--- src/hmi_pkg.sv ---
// Shared types, codes and helpers for the indexed min-heap core.
// Used by hmi_front, hmi_back and the top level; depends on nothing else.
package hmi_pkg;

    localparam int ID_W         = 7;
    localparam int SCORE_W      = 32;
    localparam int NUM_IDS      = 64;
    localparam int IDX_W        = 6;
    localparam int DEF_CAPACITY = 64;
    localparam int QUEUE_DEPTH  = 2;

    localparam logic [2:0] CMD_FIND   = 3'd0;
    localparam logic [2:0] CMD_INSERT = 3'd1;
    localparam logic [2:0] CMD_REMOVE = 3'd2;
    localparam logic [2:0] CMD_ADD    = 3'd3;
    localparam logic [2:0] CMD_SUB    = 3'd4;
    localparam logic [2:0] CMD_CROWN  = 3'd5;

    localparam logic [2:0] STAT_OK    = 3'd0;
    localparam logic [2:0] STAT_NOTP  = 3'd1;
    localparam logic [2:0] STAT_DUP   = 3'd2;
    localparam logic [2:0] STAT_FULL  = 3'd3;
    localparam logic [2:0] STAT_EMPTY = 3'd4;

    typedef enum logic [2:0] {
        OP_FIND,
        OP_INSERT,
        OP_REMOVE,
        OP_ADD,
        OP_SUB,
        OP_CROWN,
        OP_NOP
    } t_op;

    typedef enum logic [3:0] {
        S_IDLE,
        S_LOOKUP,
        S_RDSLOT,
        S_UP,
        S_UPCMP,
        S_DOWN,
        S_DL,
        S_DR,
        S_DCMP,
        S_PLACE,
        S_CROWNNX,
        S_RDROOT,
        S_RDLAST,
        S_CROWNRD,
        S_EMIT
    } t_state;

    typedef struct packed {
        t_op                        op;
        logic [ID_W-1:0]            id;
        logic                       id_ok;
        logic [IDX_W-1:0]           idx;
        logic signed [SCORE_W-1:0]  points;
    } t_req;

    typedef struct packed {
        logic [2:0]                 status;
        logic [ID_W-1:0]            id;
        logic signed [SCORE_W-1:0]  score;
        logic [ID_W-1:0]            loc;
        logic [ID_W-1:0]            count;
    } t_res;

    typedef struct packed {
        logic [ID_W-1:0]            id;
        logic signed [SCORE_W-1:0]  score;
    } t_slot;

    // Adds or subtracts and clamps to the signed 32-bit range.
    function automatic logic signed [SCORE_W-1:0] sat_addsub(
        input logic signed [SCORE_W-1:0] a,
        input logic signed [SCORE_W-1:0] b,
        input logic                      sub
    );
        logic signed [SCORE_W:0] s;
        logic signed [SCORE_W:0] ax;
        logic signed [SCORE_W:0] bx;
        ax = {a[SCORE_W-1], a};
        bx = {b[SCORE_W-1], b};
        s  = sub ? (ax - bx) : (ax + bx);
        if (s[SCORE_W] != s[SCORE_W-1]) begin
            sat_addsub = s[SCORE_W] ? {1'b1, {(SCORE_W-1){1'b0}}}
                                    : {1'b0, {(SCORE_W-1){1'b1}}};
        end else begin
            sat_addsub = s[SCORE_W-1:0];
        end
    endfunction

endpackage

--- src/hmi_ram.sv ---
// Generic single-write, single-read RAM with registered read data.
// Stands alone; used for the heap slots and the id-to-slot table.
module hmi_ram #(
    parameter int WIDTH = 8,
    parameter int DEPTH = 64
) (
    input  logic                     i_clk,
    input  logic                     i_we,
    input  logic [$clog2(DEPTH)-1:0] i_waddr,
    input  logic [WIDTH-1:0]         i_wdata,
    input  logic [$clog2(DEPTH)-1:0] i_raddr,
    output logic [WIDTH-1:0]         o_rdata
);
    logic [WIDTH-1:0] r_mem [DEPTH];
    logic [WIDTH-1:0] r_q;

    always_ff @(posedge i_clk) begin
        if (i_we) begin
            r_mem[i_waddr] <= i_wdata;
        end
        r_q <= r_mem[i_raddr];
    end

    assign o_rdata = r_q;
endmodule

--- src/hmi_queue.sv ---
// Small register queue with push/full and pop/empty sides.
// Stands alone; used for the command queue and the result queue.
module hmi_queue #(
    parameter int WIDTH = 8,
    parameter int DEPTH = 2
) (
    input  logic             i_clk,
    input  logic             i_rst_n,
    input  logic             i_push,
    input  logic [WIDTH-1:0] i_data,
    output logic             o_full,
    input  logic             i_pop,
    output logic [WIDTH-1:0] o_data,
    output logic             o_empty
);
    localparam int AW = (DEPTH > 1) ? $clog2(DEPTH) : 1;
    localparam int CW = $clog2(DEPTH + 1);

    logic [WIDTH-1:0] r_mem [DEPTH];
    logic [AW-1:0]    r_wp, n_wp;
    logic [AW-1:0]    r_rp, n_rp;
    logic [CW-1:0]    r_cnt, n_cnt;
    logic             do_push;
    logic             do_pop;

    assign o_full  = (r_cnt == CW'(DEPTH));
    assign o_empty = (r_cnt == '0);
    assign o_data  = r_mem[r_rp];
    assign do_push = i_push && !o_full;
    assign do_pop  = i_pop && !o_empty;

    always_comb begin
        n_wp  = r_wp;
        n_rp  = r_rp;
        n_cnt = r_cnt;
        if (do_push) begin
            n_wp = (r_wp == AW'(DEPTH - 1)) ? '0 : r_wp + AW'(1);
        end
        if (do_pop) begin
            n_rp = (r_rp == AW'(DEPTH - 1)) ? '0 : r_rp + AW'(1);
        end
        if (do_push && !do_pop) begin
            n_cnt = r_cnt + CW'(1);
        end else if (do_pop && !do_push) begin
            n_cnt = r_cnt - CW'(1);
        end
    end

    always_ff @(posedge i_clk) begin
        if (!i_rst_n) begin
            r_wp  <= '0;
            r_rp  <= '0;
            r_cnt <= '0;
        end else begin
            r_wp  <= n_wp;
            r_rp  <= n_rp;
            r_cnt <= n_cnt;
        end
        if (do_push) begin
            r_mem[r_wp] <= i_data;
        end
    end
endmodule

--- src/hmi_front.sv ---
// Front end: accepts commands, decodes them and checks the id range.
// Depends on hmi_pkg and hmi_queue, which buffers decoded requests.
module hmi_front (
    input  logic                                i_clk,
    input  logic                                i_rst_n,
    input  logic                                push,
    output logic                                full,
    input  logic [2:0]                          i_command,
    input  logic [hmi_pkg::ID_W-1:0]            i_contestant_id,
    input  logic signed [hmi_pkg::SCORE_W-1:0]  i_points,
    output hmi_pkg::t_req                       o_req,
    output logic                                o_req_valid,
    input  logic                                i_req_pop
);
    import hmi_pkg::*;

    t_req                  dec;
    logic [$bits(t_req)-1:0] q_out;
    logic                  q_empty;

    always_comb begin
        dec.id     = i_contestant_id;
        dec.points = i_points;
        dec.id_ok  = (i_contestant_id >= ID_W'(1)) && (i_contestant_id <= ID_W'(NUM_IDS));
        dec.idx    = IDX_W'(i_contestant_id - ID_W'(1));
        case (i_command)
            CMD_FIND:   dec.op = OP_FIND;
            CMD_INSERT: dec.op = OP_INSERT;
            CMD_REMOVE: dec.op = OP_REMOVE;
            CMD_ADD:    dec.op = OP_ADD;
            CMD_SUB:    dec.op = OP_SUB;
            CMD_CROWN:  dec.op = OP_CROWN;
            default:    dec.op = OP_NOP;
        endcase
    end

    hmi_queue #(
        .WIDTH ($bits(t_req)),
        .DEPTH (QUEUE_DEPTH)
    ) u_cmdq (
        .i_clk   (i_clk),
        .i_rst_n (i_rst_n),
        .i_push  (push),
        .i_data  (dec),
        .o_full  (full),
        .i_pop   (i_req_pop),
        .o_data  (q_out),
        .o_empty (q_empty)
    );

    assign o_req       = t_req'(q_out);
    assign o_req_valid = !q_empty;
endmodule

--- src/hmi_back.sv ---
// Back end: sequencer that executes one request on the heap memories.
// Depends on hmi_pkg and hmi_ram for the slot store and the id table.
module hmi_back #(
    parameter int CAPACITY = hmi_pkg::DEF_CAPACITY
) (
    input  logic            i_clk,
    input  logic            i_rst_n,
    input  hmi_pkg::t_req   i_req,
    input  logic            i_req_valid,
    output logic            o_req_pop,
    input  logic            i_res_room,
    output logic            o_res_push,
    output hmi_pkg::t_res   o_res
);
    import hmi_pkg::*;

    localparam int SW = $clog2(CAPACITY + 1);

    t_state             r_state, n_state;
    t_req               r_req, n_req;
    logic               r_pv, n_pv;
    logic [NUM_IDS-1:0] r_pvld;
    logic [SW-1:0]      r_hole, n_hole;
    logic [SW-1:0]      r_count, n_count;
    logic [SW-1:0]      r_cidx, n_cidx;
    logic [ID_W-1:0]    r_mid, n_mid;
    logic signed [SCORE_W-1:0] r_ms, n_ms;
    t_slot              r_left, n_left;
    t_slot              r_child, n_child;
    t_res               r_res, n_res;

    logic               sl_we;
    logic [SW-1:0]      sl_wa, sl_ra;
    t_slot              sl_wd;
    logic [$bits(t_slot)-1:0] sl_q;
    t_slot              rd;
    logic               pm_we;
    logic [IDX_W-1:0]   pm_wa, pm_ra;
    logic [SW-1:0]      pm_wd, pm_q;
    logic               clr_we;
    logic [IDX_W-1:0]   clr_idx;

    logic [SW-1:0]      pos;
    logic [SW:0]        h2, h2p1, cnt_x;
    logic               down_ok, right_ok, start;

    assign rd       = t_slot'(sl_q);
    assign pos      = r_pv ? pm_q : '0;
    assign h2       = {r_hole, 1'b0};
    assign h2p1     = {r_hole, 1'b1};
    assign cnt_x    = {1'b0, r_count};
    assign down_ok  = (h2 <= cnt_x);
    assign right_ok = (h2p1 <= cnt_x);
    assign start    = i_req_valid && i_res_room;

    hmi_ram #(.WIDTH($bits(t_slot)), .DEPTH(CAPACITY + 1)) u_slots (
        .i_clk   (i_clk),
        .i_we    (sl_we),
        .i_waddr (sl_wa),
        .i_wdata (sl_wd),
        .i_raddr (sl_ra),
        .o_rdata (sl_q)
    );

    hmi_ram #(.WIDTH(SW), .DEPTH(NUM_IDS)) u_posmap (
        .i_clk   (i_clk),
        .i_we    (pm_we),
        .i_waddr (pm_wa),
        .i_wdata (pm_wd),
        .i_raddr (pm_ra),
        .o_rdata (pm_q)
    );

    always_comb begin
        n_state = r_state;
        case (r_state)
            S_IDLE: begin
                if (start) n_state = S_LOOKUP;
            end
            S_LOOKUP: begin
                case (r_req.op)
                    OP_FIND, OP_ADD, OP_SUB: begin
                        n_state = (!r_req.id_ok || pos == '0) ? S_EMIT : S_RDSLOT;
                    end
                    OP_INSERT: begin
                        if (!r_req.id_ok) n_state = S_EMIT;
                        else if (pos != '0) n_state = S_RDSLOT;
                        else if (r_count >= SW'(CAPACITY)) n_state = S_EMIT;
                        else n_state = S_UP;
                    end
                    OP_REMOVE: n_state = (r_count == '0) ? S_EMIT : S_RDROOT;
                    OP_CROWN:  n_state = (r_count == '0) ? S_EMIT : S_CROWNNX;
                    default:   n_state = S_EMIT;
                endcase
            end
            S_RDSLOT: begin
                n_state = (r_req.op == OP_FIND || r_req.op == OP_INSERT) ? S_EMIT : S_UP;
            end
            S_UP:    n_state = (r_hole > SW'(1)) ? S_UPCMP : S_DOWN;
            S_UPCMP: n_state = (r_ms < rd.score) ? S_UP : S_DOWN;
            S_DOWN:  n_state = down_ok ? S_DL : S_PLACE;
            S_DL:    n_state = right_ok ? S_DR : S_DCMP;
            S_DR:    n_state = S_DCMP;
            S_DCMP:  n_state = (r_child.score < r_ms) ? S_DOWN : S_PLACE;
            S_PLACE: n_state = (r_req.op == OP_CROWN) ? S_CROWNNX : S_EMIT;
            S_CROWNNX: n_state = (r_count > SW'(1)) ? S_RDROOT : S_CROWNRD;
            S_RDROOT:  n_state = (r_count > SW'(1)) ? S_RDLAST : S_EMIT;
            S_RDLAST:  n_state = S_DOWN;
            S_CROWNRD: n_state = S_EMIT;
            S_EMIT:    n_state = S_IDLE;
            default:   n_state = S_IDLE;
        endcase
    end

    always_comb begin
        n_req      = r_req;
        n_pv       = r_pv;
        n_hole     = r_hole;
        n_count    = r_count;
        n_cidx     = r_cidx;
        n_mid      = r_mid;
        n_ms       = r_ms;
        n_left     = r_left;
        n_child    = r_child;
        n_res      = r_res;
        sl_we      = 1'b0;
        sl_wa      = r_hole;
        sl_wd      = rd;
        sl_ra      = '0;
        pm_we      = 1'b0;
        pm_wa      = IDX_W'(rd.id - ID_W'(1));
        pm_wd      = r_hole;
        pm_ra      = i_req.idx;
        clr_we     = 1'b0;
        clr_idx    = IDX_W'(rd.id - ID_W'(1));
        o_req_pop  = 1'b0;
        o_res_push = 1'b0;
        case (r_state)
            S_IDLE: begin
                if (start) begin
                    o_req_pop = 1'b1;
                    n_req     = i_req;
                    n_pv      = r_pvld[i_req.idx];
                end
            end
            S_LOOKUP: begin
                n_res = '{STAT_OK, r_req.id, '0, '0, '0};
                case (r_req.op)
                    OP_FIND, OP_ADD, OP_SUB: begin
                        if (!r_req.id_ok || pos == '0) begin
                            n_res.status = STAT_NOTP;
                        end else begin
                            sl_ra  = pos;
                            n_hole = pos;
                        end
                    end
                    OP_INSERT: begin
                        if (!r_req.id_ok) begin
                            n_res.status = STAT_NOTP;
                        end else if (pos != '0) begin
                            sl_ra  = pos;
                            n_hole = pos;
                        end else if (r_count >= SW'(CAPACITY)) begin
                            n_res.status = STAT_FULL;
                        end else begin
                            n_count = r_count + SW'(1);
                            n_hole  = r_count + SW'(1);
                            n_mid   = r_req.id;
                            n_ms    = r_req.points;
                        end
                    end
                    OP_REMOVE, OP_CROWN: begin
                        n_res.id = '0;
                        if (r_count == '0) begin
                            n_res.status = STAT_EMPTY;
                        end else begin
                            sl_ra = SW'(1);
                        end
                    end
                    default: n_res.id = '0;
                endcase
            end
            S_RDSLOT: begin
                if (r_req.op == OP_FIND || r_req.op == OP_INSERT) begin
                    n_res.status = (r_req.op == OP_INSERT) ? STAT_DUP : STAT_OK;
                    n_res.score  = rd.score;
                    n_res.loc    = ID_W'(r_hole);
                end else begin
                    n_mid = r_req.id;
                    n_ms  = sat_addsub(rd.score, r_req.points, r_req.op == OP_SUB);
                end
            end
            S_UP: begin
                sl_ra = r_hole >> 1;
            end
            S_UPCMP: begin
                if (r_ms < rd.score) begin
                    sl_we  = 1'b1;
                    pm_we  = 1'b1;
                    n_hole = r_hole >> 1;
                end
            end
            S_DOWN: begin
                sl_ra = h2[SW-1:0];
            end
            S_DL: begin
                n_left = rd;
                if (right_ok) begin
                    sl_ra = h2p1[SW-1:0];
                end else begin
                    n_child = rd;
                    n_cidx  = h2[SW-1:0];
                end
            end
            S_DR: begin
                if (rd.score < r_left.score) begin
                    n_child = rd;
                    n_cidx  = h2p1[SW-1:0];
                end else begin
                    n_child = r_left;
                    n_cidx  = h2[SW-1:0];
                end
            end
            S_DCMP: begin
                if (r_child.score < r_ms) begin
                    sl_we  = 1'b1;
                    sl_wd  = r_child;
                    pm_we  = 1'b1;
                    pm_wa  = IDX_W'(r_child.id - ID_W'(1));
                    n_hole = r_cidx;
                end
            end
            S_PLACE: begin
                sl_we = 1'b1;
                sl_wd = '{r_mid, r_ms};
                pm_we = 1'b1;
                pm_wa = IDX_W'(r_mid - ID_W'(1));
                if (r_req.op != OP_REMOVE && r_req.op != OP_CROWN) begin
                    n_res.score = r_ms;
                    n_res.loc   = ID_W'(r_hole);
                end
            end
            S_CROWNNX: begin
                sl_ra = SW'(1);
            end
            S_RDROOT: begin
                clr_we = 1'b1;
                if (r_req.op == OP_REMOVE) begin
                    n_res.id    = rd.id;
                    n_res.score = rd.score;
                    n_res.loc   = '0;
                end
                if (r_count > SW'(1)) begin
                    sl_ra = r_count;
                end else begin
                    n_count = r_count - SW'(1);
                end
            end
            S_RDLAST: begin
                n_mid   = rd.id;
                n_ms    = rd.score;
                n_count = r_count - SW'(1);
                n_hole  = SW'(1);
            end
            S_CROWNRD: begin
                n_res.id    = rd.id;
                n_res.score = rd.score;
                n_res.loc   = ID_W'(1);
            end
            S_EMIT: begin
                o_res_push = 1'b1;
            end
            default: begin
                n_res = r_res;
            end
        endcase
    end

    always_ff @(posedge i_clk) begin
        if (!i_rst_n) begin
            r_state <= S_IDLE;
            r_count <= '0;
            r_pvld  <= '0;
        end else begin
            r_state <= n_state;
            r_count <= n_count;
            if (pm_we) begin
                r_pvld[pm_wa] <= 1'b1;
            end
            if (clr_we) begin
                r_pvld[clr_idx] <= 1'b0;
            end
        end
        r_req   <= n_req;
        r_pv    <= n_pv;
        r_hole  <= n_hole;
        r_cidx  <= n_cidx;
        r_mid   <= n_mid;
        r_ms    <= n_ms;
        r_left  <= n_left;
        r_child <= n_child;
        r_res   <= n_res;
    end

    always_comb begin
        o_res       = r_res;
        o_res.count = ID_W'(r_count);
    end
endmodule

--- src/indexed_min_heap_core.sv ---
// Top level of the indexed min-heap: front decoder, heap sequencer, result queue.
// Depends on hmi_pkg, hmi_front, hmi_back and hmi_queue.
//
//   channel   handshake     payload
//   command   push / full   i_command, i_contestant_id, i_points
//   result    empty / pop   o_status, o_result_id, o_result_score, o_location,
//                           o_entry_count
//
// Commands are executed one at a time by the sequencer; each memory access is a
// separate state because the slot RAM has a single registered read port.
// Reset clears the count and the id valid bits at once, with no clearing pass.
// Two-entry queues on both sides let commands arrive while a result waits to be taken.
module indexed_min_heap_core #(
    parameter int CAPACITY = hmi_pkg::DEF_CAPACITY
) (
    input  logic                                i_clk,
    input  logic                                i_rst_n,
    input  logic                                push,
    output logic                                full,
    input  logic [2:0]                          i_command,
    input  logic [hmi_pkg::ID_W-1:0]            i_contestant_id,
    input  logic signed [hmi_pkg::SCORE_W-1:0]  i_points,
    output logic                                empty,
    input  logic                                pop,
    output logic [2:0]                          o_status,
    output logic [hmi_pkg::ID_W-1:0]            o_result_id,
    output logic signed [hmi_pkg::SCORE_W-1:0]  o_result_score,
    output logic [hmi_pkg::ID_W-1:0]            o_location,
    output logic [hmi_pkg::ID_W-1:0]            o_entry_count
);
    import hmi_pkg::*;

    t_req                    req;
    logic                    req_valid;
    logic                    req_pop;
    t_res                    res_in;
    logic                    res_push;
    logic                    res_full;
    logic [$bits(t_res)-1:0] res_q;
    t_res                    res_out;

    hmi_front u_front (
        .i_clk           (i_clk),
        .i_rst_n         (i_rst_n),
        .push            (push),
        .full            (full),
        .i_command       (i_command),
        .i_contestant_id (i_contestant_id),
        .i_points        (i_points),
        .o_req           (req),
        .o_req_valid     (req_valid),
        .i_req_pop       (req_pop)
    );

    hmi_back #(.CAPACITY(CAPACITY)) u_back (
        .i_clk       (i_clk),
        .i_rst_n     (i_rst_n),
        .i_req       (req),
        .i_req_valid (req_valid),
        .o_req_pop   (req_pop),
        .i_res_room  (!res_full),
        .o_res_push  (res_push),
        .o_res       (res_in)
    );

    hmi_queue #(
        .WIDTH ($bits(t_res)),
        .DEPTH (QUEUE_DEPTH)
    ) u_resq (
        .i_clk   (i_clk),
        .i_rst_n (i_rst_n),
        .i_push  (res_push),
        .i_data  (res_in),
        .o_full  (res_full),
        .i_pop   (pop),
        .o_data  (res_q),
        .o_empty (empty)
    );

    assign res_out        = t_res'(res_q);
    assign o_status       = res_out.status;
    assign o_result_id    = res_out.id;
    assign o_result_score = res_out.score;
    assign o_location     = res_out.loc;
    assign o_entry_count  = res_out.count;

    a_no_overflow: assert property (@(posedge i_clk) disable iff (!i_rst_n)
        res_push |-> !res_full)
        else $error("Result pushed into a full result queue.");

    a_count_range: assert property (@(posedge i_clk) disable iff (!i_rst_n)
        !empty |-> (o_entry_count <= ID_W'(NUM_IDS)))
        else $error("Entry count exceeds the number of ids.");

    a_fail_location: assert property (@(posedge i_clk) disable iff (!i_rst_n)
        (!empty && o_status != STAT_OK && o_status != STAT_DUP) |-> (o_location == '0))
        else $error("Failed transaction reports a nonzero location.");
endmodule
--- config.mk ---
export PLATFORM = sky130hd
export DESIGN_NAME = indexed_min_heap_core
export DESIGN_NICKNAME = d
export VERILOG_FILES = /design/src/hmi_pkg.sv /design/src/hmi_ram.sv /design/src/hmi_queue.sv /design/src/hmi_front.sv /design/src/hmi_back.sv /design/src/indexed_min_heap_core.sv
export SDC_FILE = /design/constraint.sdc
export NUM_CORES = 2
export LEC_CHECK = 0
export ABC_AREA = 1
export BUFFER_PORTS_ARGS = -buffer_cell sky130_fd_sc_hd__clkbuf_2
export CAP_MARGIN = 30
export CELL_PAD_IN_SITES_DETAIL_PLACEMENT = 1
export CELL_PAD_IN_SITES_GLOBAL_PLACEMENT = 2
export CORE_MARGIN = 4
export CORE_UTILIZATION = 44
export DETAILED_ROUTE_END_ITERATION = 7
export PLACE_DENSITY_LB_ADDON = 0.08
export SETUP_SLACK_MARGIN = 0.3
export SYNTH_ARGS = -nofsm -noshare
export SYNTH_HDL_FRONTEND = slang
export SYNTH_SLANG_ARGS = --single-unit
--- constraint.sdc ---
create_clock -name i_clk -period 6.7 [get_ports i_clk]
set_input_delay 0.335 -clock i_clk [delete_from_list [all_inputs] [get_ports i_clk]]
set_output_delay 0.335 -clock i_clk [all_outputs]
set_load 0.02 [all_outputs]
==> results.txt <==
WL per Instance -> 26.8 microns
most frequent cells in the layout -> 3417 x edfxtp_1, 3205 x nand2_1, 2652 x nand3_1
Clock Sink Count -> 3548
nets -> 12900
Via-to-Cell Ratio -> 5.76
Max Freq -> 179 MHz
# Max-Cap Violations -> 0
row cnt -> 212
Tot GR Track Use -> 0.264
synth-to-layout area growth -> 13.6%
Reg clk slew, reported paths -> 0.06 ns
DIE AREA -> 0.344 sq mm
CTS Buf Count -> 389
Least-Margin Pin Slew -> 1.03 ns
CTS tree -> done
status -> finished clean
ys async rst share -> 0
Initial Utilization -> 0.442
cell count after synthesis -> 12500
Tmin final -> 5.59 ns
H-tree depth -> 5
main combinational cell family by area after synthesis -> simple AND/OR/NAND/NOR gates
Die Wd -> 587 microns
Post-Syn Nets -> 12700
Antenna Nets Post-Route -> 0
Post-Place Worst Slack -> 1.00 ns
mux contribution to synthesized area -> 0.00428
Slew Viols, Final -> 0
DRC Markers -> 0
Synth Area in XOR/XNOR -> 0.00333
WP data required -> 7.38 ns
largest net degree at the start of global routing -> 130
PortBufs -> 103
Fin Setup TNS -> 0 ns
placed cell areas -> 0.154 sq mm
register area -> 0.105 sq mm
RSZ-0062 raised after global routing -> false
initial antenna violation count -> 14
Static Leak -> 59.2 nW
Simple-Gate Fraction of Synth Area -> 0.191
Post-Synthesis Cell Area -> 0.147 sq mm
vias in the first global route -> 103000
initial drt markers -> 8263
Seq/Total Area, Yosys -> 0.714
Critical Path Start Type -> flop
chip height -> 587 microns
worst-case clock buffer depth -> 4
cts repair resizes -> 0
arrival time at the worst endpoint -> 6.27 ns
relative slew slack -> 0.314
worst setup margin -> 1.11 ns
Yosys cell types -> 61
Max IR drop VDD -> 406 uV
Finish-stage setup viols -> 0
dpl hpwl -> 284000 microns
Hold Violations, Final -> 0
DR vias -> 100000
Syn Area/Cell -> 11.8 sq um
most common cell after layout, fill and taps aside -> edfxtp_1
Fin Clk Skew -> 0.0489 ns
Fill cells -> 34300
complex-gate fraction of the synthesized area -> 0.0391
latest clock arrival within the worst-skew pair -> 0.97 ns
Pwr per Cell Area -> 450 mW/mm^2
core footprint -> 0.333 sq mm
post-cts hold buffer count -> 43
post-synthesis adder-cell area fraction -> 0.0125
maximum fanout along the worst path -> 18
Synth Flop Type -> edfxtp_1
total grt overflow -> 0
critical path type -> flop to flop
RD Place Congestion -> 0.902
postcts setup bufs -> 0
DR pass1 iterations -> 5
number of synthesized flops with an enable pin -> 3417
first-pass GRT wire length -> 692000 microns
Worst Setup End Kind -> flop
Synth Warn # -> 0
final wirelength -> 466000 microns
#FFs+latches synth -> 3548
fin area -> 0.167 sq mm
io pins -> 104
share of cells above drive strength 1 -> 0.0926
final worst-path cycle share -> 0.835
Root Driver -> clkbuf_16
worst hold path type -> input pin to flop
footprint of the multi-input gates -> 0.0377 sq mm
-- cell usage after synthesis, types with 27 or more instances --
master | number | share of area
clkbuf_1 | 229 | 0.0058
nor3_1 | 27 | 0.00092
o22ai_1 | 87 | 0.0037
o21ai_0 | 488 | 0.017
inv_1 | 425 | 0.011
buf_2 | 434 | 0.015
ha_1 | 146 | 0.012
a21oi_1 | 151 | 0.0051
nand3_1 | 2654 | 0.090
o211ai_1 | 102 | 0.0052
nand2_1 | 3207 | 0.082
buf_4 | 31 | 0.0016
dfxtp_1 | 131 | 0.018
o221ai_1 | 63 | 0.0037
mux2_2 | 56 | 0.0043
edfxtp_1 | 3417 | 0.70
xor2_1 | 53 | 0.0032
nor2_1 | 586 | 0.015
-- final cells by class --
type / count / share of cell area
clock buffers: 502 / 0.0629
diodes: 7 / 0.000105
inverters: 454 / 0.0105
well taps: 4387 / 0.0328
flip-flops and latches: 3548 / 0.629
clock inverters: 202 / 0.0132
multi-input cells: 7796 / 0.225
repair buffers: 484 / 0.0266
-- power by group --
group / switching (W) / total (W) / internal (W)
sequential: 0.000906 / 0.0303 / 0.0294
clock: 0.00886 / 0.0216 / 0.0127
combinational: 0.0181 / 0.0236 / 0.00551
-- metal layers --
metal	track usage	up-vias	part of all wire
met5	0	-	0.000073
met2	0.439	2666	0.48
met3	0.0345	634	0.053
li1	-	45100	-
met4	0.0592	6	0.023
met1	0.372	51700	0.44
-- final timing paths --
check	from	endpoint	slack, ns	cells past startpoint
min reg2reg	u_back.u_slots.r_mem[64][18]	u_back.u_slots.o_rdata[18]	0.44	2
max reg2reg	u_back.r_req[46]	u_back.r_ms[23]	1.11	27
min	push	u_front.u_cmdq.r_wp	0.06	4
max	u_back.r_req[46]	u_back.r_ms[23]	1.11	27
-- cells by family after synthesis --
family                     after synthesis
AOI/OAI and AO/OA                      985
xor gates and xnor gates                56
adders and majority gates              147
buffers and inverters                 1185
DFF                                   3548
muxes                                   56
and+or+nand+nor                       6552
-- worst max-delay path: stages (launching register included) --
cell and delay (ns):
edfxtp_1 0.46, inv_1 0.12, nand2_1 0.06, nor2_1 0.19, buf_4 0.29, nor2_1 0.08, xor2_1 0.17, ha_1 0.36
nand3_1 0.09, nand3_1 0.10, inv_1 0.07, o21bai_1 0.18, inv_1 0.09, o21ai_0 0.35, inv_1 0.14, o21ai_0 0.54
nand4_1 0.20, nand2_1 0.15, nand2_1 0.06, o211ai_1 0.10, xor2_1 0.31, inv_1 0.09, ha_1 0.37, inv_2 0.23
buf_4 0.25, nand3_1 0.11, nand3_1 0.10, nand2_1 0.08
-- sequential cells by signal (all words and copies together), names as in the netlist, 32 cells and up, named ones only --
name,cells
u_back.r_req,43
u_resq.r_mem,112
u_back.r_pvld,64
u_back.u_slots.o_rdata,39
u_back.r_child,39
u_front.u_cmdq.r_mem,98
u_back.u_slots.r_mem,2535
u_back.o_res,49
u_back.r_ms,32
u_back.u_posmap.r_mem,448
u_back.r_left,39
-- stage by stage --
stage	std cells	hold WS, ns	utilization	total power (W)
6_report	17400	0.0617	0.502	0.0754
5_1_grt	17400	0.0736	0.502	0.0792
4_1_cts	17400	0.00639	0.502	0.0759
3_5_place_dp	16600	0.432	0.462	0.0541
3_3_place_gp	16600	0.426	0.462	0.0535
2_1_floorplan	12500	0.419	-	0.0440
Note: power is estimated with default switching activity, not from simulation.
